==> config.mk <==
export PLATFORM = sky130hd
export DESIGN_NAME = pair_escape_frame_encoder_core
export DESIGN_NICKNAME = d
export VERILOG_FILES = /design/src/sv/pefe_pkg.sv /design/src/sv/pefe_front.sv /design/src/sv/pefe_queue.sv /design/src/sv/pefe_back.sv /design/src/sv/pair_escape_frame_encoder_core.sv
export SDC_FILE = /design/constraint.sdc
export NUM_CORES = 1
export LEC_CHECK = 0
export BUFFER_PORTS_ARGS = -buffer_cell sky130_fd_sc_hd__buf_2
export CORE_MARGIN = 10
export CORE_UTILIZATION = 60
export CTS_BUF_LIST = sky130_fd_sc_hd__clkbuf_16
export CTS_CLUSTER_DIAMETER = 40
export CTS_CLUSTER_SIZE = 20
export DETAILED_ROUTE_END_ITERATION = 7
export GPL_TIMING_DRIVEN = 0
export PLACE_DENSITY = 0.9
export REMOVE_ABC_BUFFERS = 1
export SYNTH_ARGS = -nofsm -noshare
export SYNTH_HDL_FRONTEND = slang
export SYNTH_SLANG_ARGS = --single-unit
export TNS_END_PERCENT = 5
==> constraint.sdc <==
create_clock -name clk -period 7.05 [get_ports clk]
set_clock_uncertainty 0.1 [all_clocks]
set_input_delay 1.41 -clock clk [delete_from_list [all_inputs] [get_ports clk]]
set_output_delay 1.41 -clock clk [all_outputs]
set_load 0.01 [all_outputs]
==> src/sv/pefe_pkg.sv <==
// Shared types and constants of the pair-escaping frame encoder.
package pefe_pkg;

	localparam logic [7:0] HDR_BYTE = 8'h7B;
	localparam logic [7:0] TRL_BYTE = 8'h7D;
	localparam logic [7:0] ESC_BYTE = 8'h1B;

	localparam int QUEUE_DEPTH = 2;

	typedef struct packed {
		logic       hdr;
		logic       esc;
		logic       emit_prev;
		logic       last;
		logic [7:0] prev;
		logic [7:0] cur;
	} cmd_t;

endpackage

==> src/sv/pefe_front.sv <==
// Front end: accepts payload bytes, finds escaped pairs and issues commands.
module pefe_front (
	input  logic             clk,
	input  logic             arst_n,
	input  logic             s_tvalid,
	output logic             s_tready,
	input  logic [7:0]       s_tdata,   // data_byte[7:0]
	input  logic             s_tlast,   // frame_end
	output logic             q_push,
	output pefe_pkg::cmd_t   q_wdata,
	input  logic             q_full
);
	import pefe_pkg::*;

	logic       in_frame_q;
	logic       held_valid_q;
	logic [7:0] held_byte_q;
	logic       accept;
	logic       esc;

	always_comb begin
		s_tready = !q_full;
		accept   = s_tvalid && s_tready;
		esc      = held_valid_q && (held_byte_q == s_tdata)
		           && ((s_tdata == HDR_BYTE) || (s_tdata == TRL_BYTE));
		q_wdata.hdr       = !in_frame_q;
		q_wdata.esc       = esc;
		q_wdata.emit_prev = held_valid_q && !esc;
		q_wdata.last      = s_tlast;
		q_wdata.prev      = held_byte_q;
		q_wdata.cur       = s_tdata;
		q_push = accept && (q_wdata.hdr || q_wdata.esc || q_wdata.emit_prev || q_wdata.last);
	end

	always_ff @(posedge clk or negedge arst_n) begin
		if (!arst_n) begin
			in_frame_q   <= 1'b0;
			held_valid_q <= 1'b0;
		end else if (accept) begin
			in_frame_q   <= !s_tlast;
			held_valid_q <= !s_tlast && !esc;
		end
	end

	always_ff @(posedge clk) begin
		if (accept && !esc) begin
			held_byte_q <= s_tdata;
		end
	end

endmodule

==> src/sv/pefe_queue.sv <==
// Two-entry command queue between the front end and the byte sequencer.
module pefe_queue (
	input  logic             clk,
	input  logic             arst_n,
	input  logic             push,
	input  pefe_pkg::cmd_t   wdata,
	output logic             full,
	input  logic             pop,
	output pefe_pkg::cmd_t   rdata,
	output logic             empty
);
	import pefe_pkg::*;

	localparam int PTR_W = (QUEUE_DEPTH > 1) ? $clog2(QUEUE_DEPTH) : 1;
	localparam int CNT_W = $clog2(QUEUE_DEPTH + 1);

	cmd_t             entry_q [QUEUE_DEPTH];
	logic [PTR_W-1:0] wr_ptr_q;
	logic [PTR_W-1:0] rd_ptr_q;
	logic [CNT_W-1:0] count_q;
	logic             do_push;
	logic             do_pop;

	always_comb begin
		full    = (count_q == CNT_W'(QUEUE_DEPTH));
		empty   = (count_q == '0);
		do_push = push && !full;
		do_pop  = pop && !empty;
		rdata   = entry_q[rd_ptr_q];
	end

	always_ff @(posedge clk or negedge arst_n) begin
		if (!arst_n) begin
			wr_ptr_q <= '0;
			rd_ptr_q <= '0;
			count_q  <= '0;
		end else begin
			if (do_push) begin
				wr_ptr_q <= (wr_ptr_q == PTR_W'(QUEUE_DEPTH - 1)) ? '0 : wr_ptr_q + 1'b1;
			end
			if (do_pop) begin
				rd_ptr_q <= (rd_ptr_q == PTR_W'(QUEUE_DEPTH - 1)) ? '0 : rd_ptr_q + 1'b1;
			end
			if (do_push && !do_pop) begin
				count_q <= count_q + 1'b1;
			end else if (do_pop && !do_push) begin
				count_q <= count_q - 1'b1;
			end
		end
	end

	always_ff @(posedge clk) begin
		if (do_push) begin
			entry_q[wr_ptr_q] <= wdata;
		end
	end

endmodule

==> src/sv/pefe_back.sv <==
// Back end: expands each command into output bytes, one byte per cycle while m_tready allows.
module pefe_back (
	input  logic             clk,
	input  logic             arst_n,
	input  logic             q_empty,
	input  pefe_pkg::cmd_t   q_rdata,
	output logic             q_pop,
	output logic             m_tvalid,
	input  logic             m_tready,
	output logic [7:0]       m_tdata,   // out_byte[7:0]
	output logic             m_tlast    // frame_done
);
	import pefe_pkg::*;

	localparam int NUM_SLOTS = 10;
	localparam int SLOT_HDR0 = 0;
	localparam int SLOT_HDR1 = 1;
	localparam int SLOT_ESC0 = 2;
	localparam int SLOT_ESC1 = 3;
	localparam int SLOT_PAIR0 = 4;
	localparam int SLOT_PAIR1 = 5;
	localparam int SLOT_PREV = 6;
	localparam int SLOT_FLUSH = 7;
	localparam int SLOT_TRL0 = 8;
	localparam int SLOT_TRL1 = 9;

	logic [NUM_SLOTS-1:0] mask_q;
	logic [7:0]           prev_q;
	logic [7:0]           cur_q;
	logic                 m_valid_q;
	logic [7:0]           m_data_q;
	logic                 m_last_q;
	logic [NUM_SLOTS-1:0] low;
	logic [NUM_SLOTS-1:0] rest;
	logic [NUM_SLOTS-1:0] new_mask;
	logic                 adv;
	logic                 emit;
	logic                 load;
	logic [7:0]           sel_byte;

	function automatic logic [7:0] slot_byte(input int idx, input logic [7:0] prev,
		input logic [7:0] cur);
		logic [7:0] b;
		b = TRL_BYTE;
		if (idx == SLOT_HDR0 || idx == SLOT_HDR1) begin
			b = HDR_BYTE;
		end else if (idx == SLOT_ESC0 || idx == SLOT_ESC1) begin
			b = ESC_BYTE;
		end else if (idx == SLOT_PAIR0 || idx == SLOT_PAIR1 || idx == SLOT_FLUSH) begin
			b = cur;
		end else if (idx == SLOT_PREV) begin
			b = prev;
		end
		return b;
	endfunction

	always_comb begin
		new_mask = '0;
		new_mask[SLOT_HDR0]  = q_rdata.hdr;
		new_mask[SLOT_HDR1]  = q_rdata.hdr;
		new_mask[SLOT_ESC0]  = q_rdata.esc;
		new_mask[SLOT_ESC1]  = q_rdata.esc;
		new_mask[SLOT_PAIR0] = q_rdata.esc;
		new_mask[SLOT_PAIR1] = q_rdata.esc;
		new_mask[SLOT_PREV]  = q_rdata.emit_prev && !q_rdata.esc;
		new_mask[SLOT_FLUSH] = q_rdata.last && !q_rdata.esc;
		new_mask[SLOT_TRL0]  = q_rdata.last;
		new_mask[SLOT_TRL1]  = q_rdata.last;

		low  = mask_q & (~mask_q + 1'b1);
		rest = mask_q & ~low;
		adv  = !m_valid_q || m_tready;
		emit = adv && (mask_q != '0);
		load = (mask_q == '0) || (emit && (rest == '0));
		q_pop = load && !q_empty;

		sel_byte = '0;
		for (int i = 0; i < NUM_SLOTS; i++) begin
			if (low[i]) begin
				sel_byte = sel_byte | slot_byte(i, prev_q, cur_q);
			end
		end

		m_tvalid = m_valid_q;
		m_tdata  = m_data_q;
		m_tlast  = m_last_q;
	end

	always_ff @(posedge clk or negedge arst_n) begin
		if (!arst_n) begin
			mask_q    <= '0;
			m_valid_q <= 1'b0;
			m_last_q  <= 1'b0;
		end else begin
			if (load) begin
				mask_q <= q_empty ? '0 : new_mask;
			end else if (emit) begin
				mask_q <= rest;
			end
			if (emit) begin
				m_valid_q <= 1'b1;
				m_last_q  <= low[SLOT_TRL1];
			end else if (m_tready) begin
				m_valid_q <= 1'b0;
			end
		end
	end

	always_ff @(posedge clk) begin
		if (q_pop) begin
			prev_q <= q_rdata.prev;
			cur_q  <= q_rdata.cur;
		end
		if (emit) begin
			m_data_q <= sel_byte;
		end
	end

	assert property (@(posedge clk) disable iff (!arst_n)
		m_valid_q && m_last_q |-> m_data_q == TRL_BYTE)
		else $error("frame_done set on a byte that is not the trailer");

	assert property (@(posedge clk) disable iff (!arst_n)
		q_pop |-> (mask_q == '0) || (emit && $countones(mask_q) == 1))
		else $error("command loaded while the current one still has bytes");

	assert property (@(posedge clk) disable iff (!arst_n)
		emit |=> m_valid_q && (m_data_q == $past(sel_byte)))
		else $error("emitted byte did not reach the output register");

	assert property (@(posedge clk) disable iff (!arst_n)
		q_pop |=> mask_q != '0)
		else $error("loaded command produced no output bytes");

endmodule

==> src/sv/pair_escape_frame_encoder_core.sv <==
// Top level of the pair-escaping frame encoder.
// Each frame leaves as the header 7B 7B, the payload with every 7B 7B or 7D 7D pair
// sent as 1B 1B and the pair, and the trailer 7D 7D with tlast on its last byte. The
// output moves one byte per cycle while m_tready allows, and a request causes zero to
// six output bytes. A two-entry command queue lies between the input side and the byte
// sequencer, so input requests keep being taken while output bytes wait for m_tready,
// until the queue is full. A byte is held back until the next one shows whether it
// starts a pair; the request with tlast releases it.
module pair_escape_frame_encoder_core (
	input  logic       clk,
	input  logic       arst_n,
	input  logic       s_tvalid,
	output logic       s_tready,
	input  logic [7:0] s_tdata,   // data_byte[7:0]
	input  logic       s_tlast,   // frame_end
	output logic       m_tvalid,
	input  logic       m_tready,
	output logic [7:0] m_tdata,   // out_byte[7:0]
	output logic       m_tlast    // frame_done
);
	import pefe_pkg::*;

	cmd_t q_wdata;
	cmd_t q_rdata;
	logic q_push;
	logic q_full;
	logic q_pop;
	logic q_empty;

	pefe_front u_front (
		.clk      (clk),
		.arst_n   (arst_n),
		.s_tvalid (s_tvalid),
		.s_tready (s_tready),
		.s_tdata  (s_tdata),
		.s_tlast  (s_tlast),
		.q_push   (q_push),
		.q_wdata  (q_wdata),
		.q_full   (q_full)
	);

	pefe_queue u_queue (
		.clk    (clk),
		.arst_n (arst_n),
		.push   (q_push),
		.wdata  (q_wdata),
		.full   (q_full),
		.pop    (q_pop),
		.rdata  (q_rdata),
		.empty  (q_empty)
	);

	pefe_back u_back (
		.clk      (clk),
		.arst_n   (arst_n),
		.q_empty  (q_empty),
		.q_rdata  (q_rdata),
		.q_pop    (q_pop),
		.m_tvalid (m_tvalid),
		.m_tready (m_tready),
		.m_tdata  (m_tdata),
		.m_tlast  (m_tlast)
	);

endmodule

==> reports/metrics.cfg, run 1 <==
[run_status]
run_status = finished clean

[layout]
drive_above_1_share_pct = 24.05
insertedDiodeCount = 0
layout.core_utilization_pct = 69.53
num-nets-final = 272
layout_common_cells = sky130_fd_sc_hd__edfxtp_1, sky130_fd_sc_hd__buf_2, sky130_fd_sc_hd__mux2_2, sky130_fd_sc_hd__dfrtp_1, sky130_fd_sc_hd__nand2_1
area_growth_syn_to_layout_pct = 13.87
fillCellCount = 365
seq_area_um2 = 2613
layout.cells.most_common = sky130_fd_sc_hd__edfxtp_1
multi_input_area_um2 = 927.1
post_route_cell_area_um2 = 4068

[detailed_routing]
dr_total_vias = 1955
drt_iter0_markers = 87
detail_route.drc_violations = 0
ant_nets = 0
route.detailed.wl_per_inst_um = 17.75
route.final.wire_length_um = 5981
drt_first_pass_iters = 4
drt-vias-per-instance = 5.801

[logic_synthesis]
ys_types = 40
synth_enable_flop_cells = 72
synth_ff_type = sky130_fd_sc_hd__edfxtp_1
synth_sequential_area_ratio_pct = 73.13
average_cell_area_after_synthesis_um2 = 15.67
synth_async_sr_flop_share_pct = 20.00
netlist_area_um2 = 3572
postSynthCellCount = 228
ys_ff_latch = 90
synth-warning-count = 0

[clock_network]
tritoncts = built
holdBufCountCts = 0
tritoncts_num_sinks = 90
cts.path.max_buffers = 2
worstSkewPairLatency_ps = 330
htree_levels = 3
tritoncts.num_buffers = 9
clkTransAtPathRegs_ps = 60
cts_resized = 0
clk_root_buffer_cell = sky130_fd_sc_hd__clkbuf_16
cts_post_setup_buffers_inserted = 0

[timing]
finalSetupViolCount = 0
slew_headroom_pct = 16.46
post-route-period-util_pct = 54.15
setup_total_negative_slack_ps = 0
finalMaxSlewViolations = 0
unrepaired_setup_endpoints_after_global_routing = false
maxClockFrequency_mhz = 262.0
final_hold_viol_count = 0
finalWorstPathRequiredPeriod_ps = 3817
worst_pin_slew_ps = 1251
postLayoutSetupSlackWorst_ps = 3233

[min_path]
holdPathEnd = u_queue.entry_q[1][14]
holdCritPathClass = flop to flop
min_path_cells = 0
min-delay-start = u_front.held_byte_q[6]

[worst_setup_path]
critical_path.startpoint_type = input port
cp_slowest_cell = sky130_fd_sc_hd__nor2b_1
worst-r2r-cell-count = 5
r2r_start = u_back.mask_q[0]
worst_path_largest_cell_delay_ps = 1020
worst_ep_required_time_ps = 6890
criticalPathCategory = input port to flop
critical_path.reg2reg.endpoint = u_back.prev_q[5]
timing.critical_path.arrival_ps = 3660
worst_path_dominant_cell_family = simple AND/OR/NAND/NOR gates
setup.worst_path.end_class = flop
cp_max_fo = 16
crit_buf_inv = 1
reg2reg_slack_ps = 3560
cp_cell_sequence = buf_2 > nand2b_1 > o21ai_0 > maj3_1 > o32ai_1 > nor2b_1

[floorplanning]
die_area_um2 = 9440
effective_utilization_at_floorplan_pct = 61.06
boundaryPins = 24
std_cell_rows = 28
die-height_um = 97.16
core_region_area_um2 = 5851
fp.dieW_um = 97.16

[placed_design]
dp_worst_setup_slack_ps = 2911
io_buffer_count = 23
routability_congestion = 0.8540
place_area_um2 = 3775
dpl.hpwl_um = 4017

[power_and_ir_drop]
report.power.total_mw = 1.877
cellLeakagePower_nw = 1.443
powerDensity_nw_per_um2 = 461.4
max-vdd-ir-drop_mv = 0.2441

[grt]
largest_net_degree_at_the_start_of_global_routing = 22
grt_first_pass_wirelength_um = 9942
grt_pass1_vias = 1994
antenna_violations_before_repair = 0
grt_usage_pct = 13.23
grt-ovfl-total = 0

[job]
max_cap_viol_count = 0

## sequential cells by signal, summed over array words and instances, names as in the netlist
signal / flops
u_back.cur_q: 8
u_back.prev_q: 8
u_back.m_tvalid: 1
u_queue.rd_ptr_q: 1
u_queue.wr_ptr_q: 1
u_back.m_tdata: 8
u_front.held_valid_q: 1
u_queue.entry_q: 40
u_front.in_frame_q: 1
u_queue.count_q: 2
u_back.m_tlast: 1
u_back.mask_q: 10
u_front.held_byte_q: 8
## worst max-delay path by stage
stage / from / endpoint / cells after the start
after detailed placement: m_tready / u_back.prev_q[5] / 6
after CTS: m_tready / u_back.prev_q[0] / 6
after floorplan: m_tready / u_back.cur_q[0] / 5
after global placement: s_tvalid / u_queue.entry_q[0][7] / 3
after global routing: m_tready / u_back.cur_q[5] / 6
final: m_tready / u_back.prev_q[5] / 6
## routing by layer
metal	part of all wire [%]	vias up	global-route usage, %
li1	-	948	-
met3	3.2	8	3.627
met1	43	963	15.06
met4	1.5	0	6.924
met2	52	36	22.17
met5	0	-	0
## worst reg2reg max path, stage by stage (launching register included)
cell and delay [ps]:
sky130_fd_sc_hd__dfrtp_1 440, sky130_fd_sc_hd__or4_1 740, sky130_fd_sc_hd__a211oi_1 380, sky130_fd_sc_hd__o31ai_1 140, sky130_fd_sc_hd__o32ai_1 290, sky130_fd_sc_hd__nor2b_1 1020
## kinds of logic after synthesis
group           count (synthesis)  share of synthesized area (%)
compound gates                 47                          9.808
flops                          90                          73.13
buf+inv                         8                          1.051
xor+xnor                        5                          1.226
fa+ha+maj                       2                         0.6304
simple gates                   56                          7.916
mux                            20                          6.235
## layout make-up
cell class                 count  area share, %
sequential                    90          64.23
multi-input combinational    130          22.79
inverter                       3         0.2768
clock inverter                 6          1.661
timing repair buffer          24          3.199
tap                           75          2.307
clock buffer                   9          5.537
## synth_stat cells (4+ instances only)
cell | instances | share of area [%]
sky130_fd_sc_hd__edfxtp_1 | 72 | 61
sky130_fd_sc_hd__dfrtp_1 | 18 | 13
sky130_fd_sc_hd__mux2_2 | 18 | 5.7
sky130_fd_sc_hd__nand2_1 | 17 | 1.8
sky130_fd_sc_hd__o21ai_0 | 12 | 1.7
sky130_fd_sc_hd__nor2_1 | 8 | 0.84
sky130_fd_sc_hd__nor3_1 | 8 | 1.1
sky130_fd_sc_hd__o21ai_1 | 8 | 1.1
sky130_fd_sc_hd__nor2b_1 | 5 | 0.88
sky130_fd_sc_hd__a211oi_1 | 4 | 0.84
sky130_fd_sc_hd__a21oi_1 | 4 | 0.56
sky130_fd_sc_hd__a22oi_1 | 4 | 0.84
## stage by stage
stage	hold slack (ps)	instances
3_3_place_gp	357.5	321
5_1_grt	392.6	337
4_1_cts	376.9	337
2_1_floorplan	344.6	223
6_report	379.5	337
3_5_place_dp	362.5	322
## where the power goes
part           total (mW)  switching [mW]  leakage [nW]  internal, mW
Clock               0.461           0.187         0.143         0.273
Sequential          0.905           0.109         0.895         0.796
Combinational       0.511           0.297         0.405         0.214
No activity file was read; power rests on OpenSTA's default activity.
==> run 2: changes to the inputs <==
--- a/config.mk
+++ b/config.mk
@@ -5,15 +5,16 @@
 export SDC_FILE = /design/constraint.sdc
 export NUM_CORES = 1
 export LEC_CHECK = 0
+export ABC_AREA = 1
 export BUFFER_PORTS_ARGS = -buffer_cell sky130_fd_sc_hd__buf_2
 export CORE_MARGIN = 10
-export CORE_UTILIZATION = 60
+export CORE_UTILIZATION = 59
 export CTS_BUF_LIST = sky130_fd_sc_hd__clkbuf_16
 export CTS_CLUSTER_DIAMETER = 40
 export CTS_CLUSTER_SIZE = 20
 export DETAILED_ROUTE_END_ITERATION = 7
 export GPL_TIMING_DRIVEN = 0
-export PLACE_DENSITY = 0.9
+export PLACE_DENSITY = 0.89
 export REMOVE_ABC_BUFFERS = 1
 export SYNTH_ARGS = -nofsm -noshare
 export SYNTH_HDL_FRONTEND = slang
==> constraint.sdc (replaced) <==
create_clock -name clk -period 3.7 [get_ports clk]
set_clock_uncertainty 0.1 [all_clocks]
set_input_delay 0.74 -clock clk [delete_from_list [all_inputs] [get_ports clk]]
set_output_delay 0.74 -clock clk [all_outputs]
set_load 0.01 [all_outputs]
==> run 2 against run 1 <==
- wire length fell by 1.6%
- die area is 2.7% higher
- combinational power is 120% higher
- via count is 14% higher
- non-clock buffer count unchanged
- flip-flop and latch count is the same
- clock power grew 85%
- worst hold slack worse by 140 ps
- first-iteration DRC count grew 54%
- synthesized cell count rose by 40%
- critical endpoint is now u_queue.count_q[1]
- largest cell class unchanged
==> reports/metrics.cfg, run 2 <==
[run_status]
run_status = finished clean

[logic_synthesis]
post_synth_xor_area_fraction_pct = 0.9645
netlist_area_um2 = 3632
average_cell_area_after_synthesis_um2 = 11.39
synth_async_sr_flop_share_pct = 20.00
ys_ff_latch = 90
ys_top_cells_by_count = sky130_fd_sc_hd__nand2_1, sky130_fd_sc_hd__edfxtp_1, sky130_fd_sc_hd__nor2_1
most_numerous_cell_in_the_yosys_netlist = sky130_fd_sc_hd__nand2_1
synth-compound-area-share_pct = 2.170
post_synth_fa_ha_maj_area_fraction_pct = 0.3445
synth-warning-count = 0
synth_enable_flop_cells = 72
synth_sequential_area_ratio_pct = 71.93
synth_simple_gate_area_share_pct = 20.98
post-synth-top-area-fraction_pct = 59.52
synth_top_area_cell = sky130_fd_sc_hd__edfxtp_1
synthMuxAreaShare_pct = 0.2756
postSynthCellCount = 319
synth_top_family_by_area = simple AND/OR/NAND/NOR gates
netlist_top_cells_area = sky130_fd_sc_hd__edfxtp_1, sky130_fd_sc_hd__nand2_1, sky130_fd_sc_hd__dfrtp_1, sky130_fd_sc_hd__nor2_1, sky130_fd_sc_hd__inv_1
ys_types = 29
synth_ff_type = sky130_fd_sc_hd__edfxtp_1

[timing]
finalWorstPathRequiredPeriod_ps = 2302
setup_total_negative_slack_ps = 0
slew_headroom_pct = 33.75
worst_pin_slew_ps = 992.7
finalMaxSlewViolations = 0
post-route-period-util_pct = 62.22
unrepaired_setup_endpoints_after_global_routing = false
finalSetupViolCount = 0
maxClockFrequency_mhz = 434.4
final_hold_viol_count = 0

[floorplanning]
core_region_area_um2 = 5956
std_cell_rows = 28
fp.dieW_um = 98.46
effective_utilization_at_floorplan_pct = 60.99
die_area_um2 = 9694
die-height_um = 98.46
boundaryPins = 24

[worst_setup_path]
timing.critical_path.arrival_ps = 2430
cp_slowest_cell = sky130_fd_sc_hd__dfrtp_1
worst_ep_required_time_ps = 3820
crit_buf_inv = 0
criticalPathCategory = flop to flop
setup.worst_path.end_class = flop
worst_path_largest_cell_delay_ps = 450
critical-path-top-cell-by-count = sky130_fd_sc_hd__nor2_1
cp_max_fo = 5
cp_cell_sequence = nor2_4 > nand2_1 > nor2_1 > nor2_1 > nor2_1 > nand3_2 > nand2_4 > nand2_4 > ha_1 > a21oi_1 > o21ai_0 > xnor2_1
worst_path_dominant_cell_family = simple AND/OR/NAND/NOR gates
critical_path.startpoint_type = flop

[grt]
grt_pass1_vias = 2121
grt_usage_pct = 12.32
grt_first_pass_wirelength_um = 9501
largest_net_degree_at_the_start_of_global_routing = 23
antenna_violations_before_repair = 0
grt-ovfl-total = 0

[clock_network]
htree_levels = 3
worstSkewPairLatency_ps = 340
tritoncts.num_buffers = 9
clkTransAtPathRegs_ps = 70
tritoncts = built
tritoncts_num_sinks = 90
cts.path.max_buffers = 2
cts_resized = 0
clk_root_buffer_cell = sky130_fd_sc_hd__clkbuf_16
holdBufCountCts = 0
cts_post_setup_buffers_inserted = 0

[detailed_routing]
drt_first_pass_iters = 4
detail_route.drc_violations = 0
route.final.wire_length_um = 5884
dr_total_vias = 2238
drt-vias-per-instance = 5.205
drt_iter0_markers = 134
route.detailed.wl_per_inst_um = 13.68
ant_nets = 0

[layout]
layout_common_cells = sky130_fd_sc_hd__nand2_1, sky130_fd_sc_hd__edfxtp_1, sky130_fd_sc_hd__inv_1, sky130_fd_sc_hd__nor2_1, sky130_fd_sc_hd__buf_2
largest_reg_flops = 40
multi_input_area_um2 = 903.4
reg_top3 = u_queue.entry_q: 40 flops, u_back.mask_q: 10 flops
insertedDiodeCount = 0
drive_above_1_share_pct = 14.65
final-instance-count-excl-fill = 430
num-nets-final = 364
fillCellCount = 391
area_growth_syn_to_layout_pct = 13.50
regMostFlops = u_queue.entry_q
layout.core_utilization_pct = 69.22
seq_area_um2 = 2613
layout.cells.most_common = sky130_fd_sc_hd__nand2_1

[power_and_ir_drop]
powerDensity_nw_per_um2 = 899.7
cellLeakagePower_nw = 1.772
max-vdd-ir-drop_mv = 0.5555

[min_path]
holdCritPathClass = input port to asynchronous set/reset pin

[placed_design]
routability_congestion = 0.8934
io_buffer_count = 23
dpl.hpwl_um = 4108
dp_cells = 414

[job]
max_cap_viol_count = 0

run 2: routing by layer:
| layer | vias to the layer above | routed length (µm) | GRT usage [%] |
|---|---|---|---|
| met1 | 1014 | 2530 | 13.51 |
| met2 | 82 | 2826 | 20.12 |
| li1 | 1125 | - | - |
| met4 | 0 | 198 | 9.813 |
| met5 | - | 0 | 0 |
| met3 | 17 | 328 | 2.863 |
run 2: worst paths after layout:
kind	start	cells after the start	endpoint	slack (ps)
setup reg to reg	u_back.mask_q[0]	12	u_queue.count_q[1]	1400
max in group asynchronous	arst_n	1	u_back.mask_q[2]	2960
hold reg to reg	u_front.held_byte_q[3]	0	u_queue.entry_q[1][11]	380
min in group clk	u_front.held_byte_q[3]	0	u_queue.entry_q[1][11]	380
setup / recovery	u_back.mask_q[0]	12	u_queue.count_q[1]	1400
hold / removal	arst_n	1	u_back.mask_q[4]	230
run 2: power breakdown:
part | switching [mW] | total (mW) | internal, mW
logic | 0.748 | 1.11 | 0.364
clock network | 0.384 | 0.851 | 0.466
registers | 0.177 | 1.75 | 1.57
total | 1.31 | 3.71 | 2.40
run 2: layout make-up:
class | instances | area share, %
Sequential cell | 90 | 63.37
Inverter | 25 | 2.398
Timing Repair Buffer | 24 | 3.156
Clock inverter | 7 | 1.426
Tap cell | 75 | 2.276
Multi-Input combinational cell | 200 | 21.91
Clock buffer | 9 | 5.463
run 2: cell families (layout without fill, tap and decap cells):
group | count (synthesis) | count (layout)
mux | 1 | 1
compound gates | 13 | 13
simple gates | 181 | 181
flops | 90 | 90
buf+inv | 29 | 65
fa+ha+maj | 1 | 1
xor+xnor | 4 | 4
run 2: through the flow:
stage	total power [mW]	hold WS, ps	setup slack (ps)	instance area (µm²)
2_1_floorplan	2.547	344.4	1201	3610
3_3_place_gp	2.796	358.5	691.2	3819
3_5_place_dp	2.875	371.4	1025	3839
4_1_cts	3.729	233.5	1384	4123
5_1_grt	3.940	256.5	1215	4123
6_report	3.709	235.0	1398	4123
==> run 3: changes to the inputs <==
--- a/config.mk
+++ b/config.mk
@@ -8,13 +8,13 @@
 export ABC_AREA = 1
 export BUFFER_PORTS_ARGS = -buffer_cell sky130_fd_sc_hd__buf_2
 export CORE_MARGIN = 10
-export CORE_UTILIZATION = 59
+export CORE_UTILIZATION = 54
 export CTS_BUF_LIST = sky130_fd_sc_hd__clkbuf_16
 export CTS_CLUSTER_DIAMETER = 40
 export CTS_CLUSTER_SIZE = 20
 export DETAILED_ROUTE_END_ITERATION = 7
 export GPL_TIMING_DRIVEN = 0
-export PLACE_DENSITY = 0.89
+export PLACE_DENSITY = 0.86
 export REMOVE_ABC_BUFFERS = 1
 export SYNTH_ARGS = -nofsm -noshare
 export SYNTH_HDL_FRONTEND = slang
==> constraint.sdc (replaced) <==
create_clock -name clk -period 2 [get_ports clk]
set_clock_uncertainty 0.1 [all_clocks]
set_input_delay 0.4 -clock clk [delete_from_list [all_inputs] [get_ports clk]]
set_output_delay 0.4 -clock clk [all_outputs]
set_load 0.01 [all_outputs]
==> run 3 against run 2 <==
- the flow now finishes with violations (negative setup slack)
- first-iteration DRC count is 28% lower
- global-route usage is 0.51 points higher
- total power is 100% higher
- largest power group unchanged
==> reports/metrics.cfg, run 3 (synthesis results as in run 2) <==
[run_status]
run_status = complete, but fails checks
violated_checks = negative setup slack

[detailed_routing]
ant_nets = 0
drt_first_pass_iters = 4
detail_route.drc_violations = 0
drt_iter0_markers = 97
topRoutingLayerUsed = met4
drt-vias-per-instance = 5.194
route.final.wire_length_um = 6583
dr_total_vias = 2353
route.detailed.wl_per_inst_um = 14.53
total_met3_wirelength_after_detailed_routing_um = 323
detailed_route_wire_length_on_metal_1_um = 2801
routed-wl-met2_um = 3231

[power_and_ir_drop]
max-vdd-ir-drop_mv = 1.029
cellLeakagePower_nw = 1.889
powerDensity_nw_per_um2 = 1718

[min_path]
min_path_cells = 1
min-delay-start = s_tdata[3]
holdPathEnd = u_queue.entry_q[1][3]
holdCritPathClass = input port to flop

[grt]
largest_net_degree_at_the_start_of_global_routing = 23
grt_pass1_vias = 2257
grt_first_pass_wirelength_um = 10200
grt_usage_pct = 12.82
grt-ovfl-total = 0
antenna_violations_before_repair = 0

[timing]
slew_headroom_pct = 57.68
final_hold_viol_count = 0
setup_total_negative_slack_ps = -39.71
finalWorstPathRequiredPeriod_ps = 2040
post-route-period-util_pct = 102.0
worst_pin_slew_ps = 632.4
unrepaired_setup_endpoints_after_global_routing = true
worst_hold_slack_ps = 165.5
finalMaxSlewViolations = 0
maxClockFrequency_mhz = 490.3
postLayoutSetupSlackWorst_ps = -39.71
finalSetupViolCount = 1

[floorplanning]
std_cell_rows = 29
core_region_area_um2 = 6459
effective_utilization_at_floorplan_pct = 56.24
fp.dieW_um = 102.0
boundaryPins = 24
die-height_um = 102.0
die_area_um2 = 10410

[worst_setup_path]
r2r_start = u_back.mask_q[0]
crit_buf_inv = 0
setup.worst_path.end_class = flop
cp_max_fo = 5
critical_path.startpoint_type = flop
cp_slowest_cell = sky130_fd_sc_hd__dfrtp_2
cp_cell_sequence = nor2_4 > nand2_2 > nor2_4 > nor2_1 > nor2_1 > nand3_2 > nand2_4 > nand2_4 > ha_4 > a21oi_2 > o21ai_2 > xnor2_1
critical_path.reg2reg.endpoint = u_queue.count_q[1]
worst-r2r-cell-count = 12
timing.critical_path.arrival_ps = 2170
worst_path_dominant_cell_family = simple AND/OR/NAND/NOR gates
reg2reg_slack_ps = -40
criticalPathCategory = flop to flop
worst_ep_required_time_ps = 2130
worst_path_largest_cell_delay_ps = 430

[layout]
num-nets-final = 385
drive_above_1_share_pct = 25.00
fillCellCount = 427
insertedDiodeCount = 0
multi_input_area_um2 = 975.9
largest_reg_flops = 40
seq_area_um2 = 2620
layout_common_cells = sky130_fd_sc_hd__nand2_1, sky130_fd_sc_hd__edfxtp_1, sky130_fd_sc_hd__buf_2
regMostFlops = u_queue.entry_q
layout.cells.most_common = sky130_fd_sc_hd__nand2_1
area_growth_syn_to_layout_pct = 21.43
final-instance-count-excl-fill = 453
reg_top3 = u_queue.entry_q: 40 flops, u_back.mask_q: 10 flops

[clock_network]
tritoncts = built
clk_root_buffer_cell = sky130_fd_sc_hd__clkbuf_16
clkTransAtPathRegs_ps = 70
tritoncts.num_buffers = 9
cts.path.max_buffers = 2
tritoncts_num_sinks = 90
htree_levels = 3
worstSkewPairLatency_ps = 350

[placed_design]
routability_congestion = 0.9338
io_buffer_count = 23
dp_worst_setup_slack_ps = -328.9
dp_cells = 417
dpl.hpwl_um = 4080

[job]
max_cap_viol_count = 0

## run 3: layout make-up
cell class,count,area share (%)
multi-input cells,200,22.13
repair buffers,45,6.922
clock buffers,9,5.106
well taps,77,2.184
clock inverters,7,1.844
inverters,25,2.411
flip-flops and latches,90,59.40
## run 3: what timing repair did
| item | CTS | global route |
|---|---|---|
| gates cloned | 0 | 0 |
| endpoints found under the setup margin | 14 | 36 |
| gates resized for setup | 13 | 19 |
| pin swaps | 10 | 10 |
| buffers inserted | 11 | 8 |
| hold endpoints to repair | 18 | 0 |
| hold buffers | 1 | 0 |
## run 3: worst max path at each step
stage / start / end / slack (ps) / cells past startpoint
3_5_place_dp: m_tready / u_queue.count_q[1] / -330 / 14
3_3_place_gp: u_queue.count_q[0] / u_queue.entry_q[1][11] / -730 / 6
4_1_cts: u_back.mask_q[5] / u_queue.count_q[1] / -60 / 12
6_report: u_back.mask_q[0] / u_queue.count_q[1] / -40 / 12
2_1_floorplan: u_queue.count_q[0] / u_queue.entry_q[1][0] / -320 / 6
5_1_grt: u_back.mask_q[3] / u_queue.count_q[1] / -140 / 13
## run 3: per-layer routing
metal / GRT usage (%) / vias to the layer above
li1: - / 1165
met1: 14.26 / 1097
met2: 20.99 / 70
met3: 3.374 / 21
met4: 9.328 / 0
met5: 0 / -
## run 3: power breakdown
group | leakage (nW) | internal, mW | switching (mW)
Combinational | 0.849 | 1.05 | 1.62
Sequential | 0.891 | 2.91 | 0.328
Clock | 0.150 | 0.889 | 0.779
## run 3: stage by stage
stage	instance area [µm²]	util, %	power, mW
detailed placement	3852	59.65	5.319
finish	4410	68.29	7.576
floorplan	3610	-	4.711
global route	4410	68.29	8.022
CTS	4299	66.56	7.276
global placement	3821	59.16	5.181
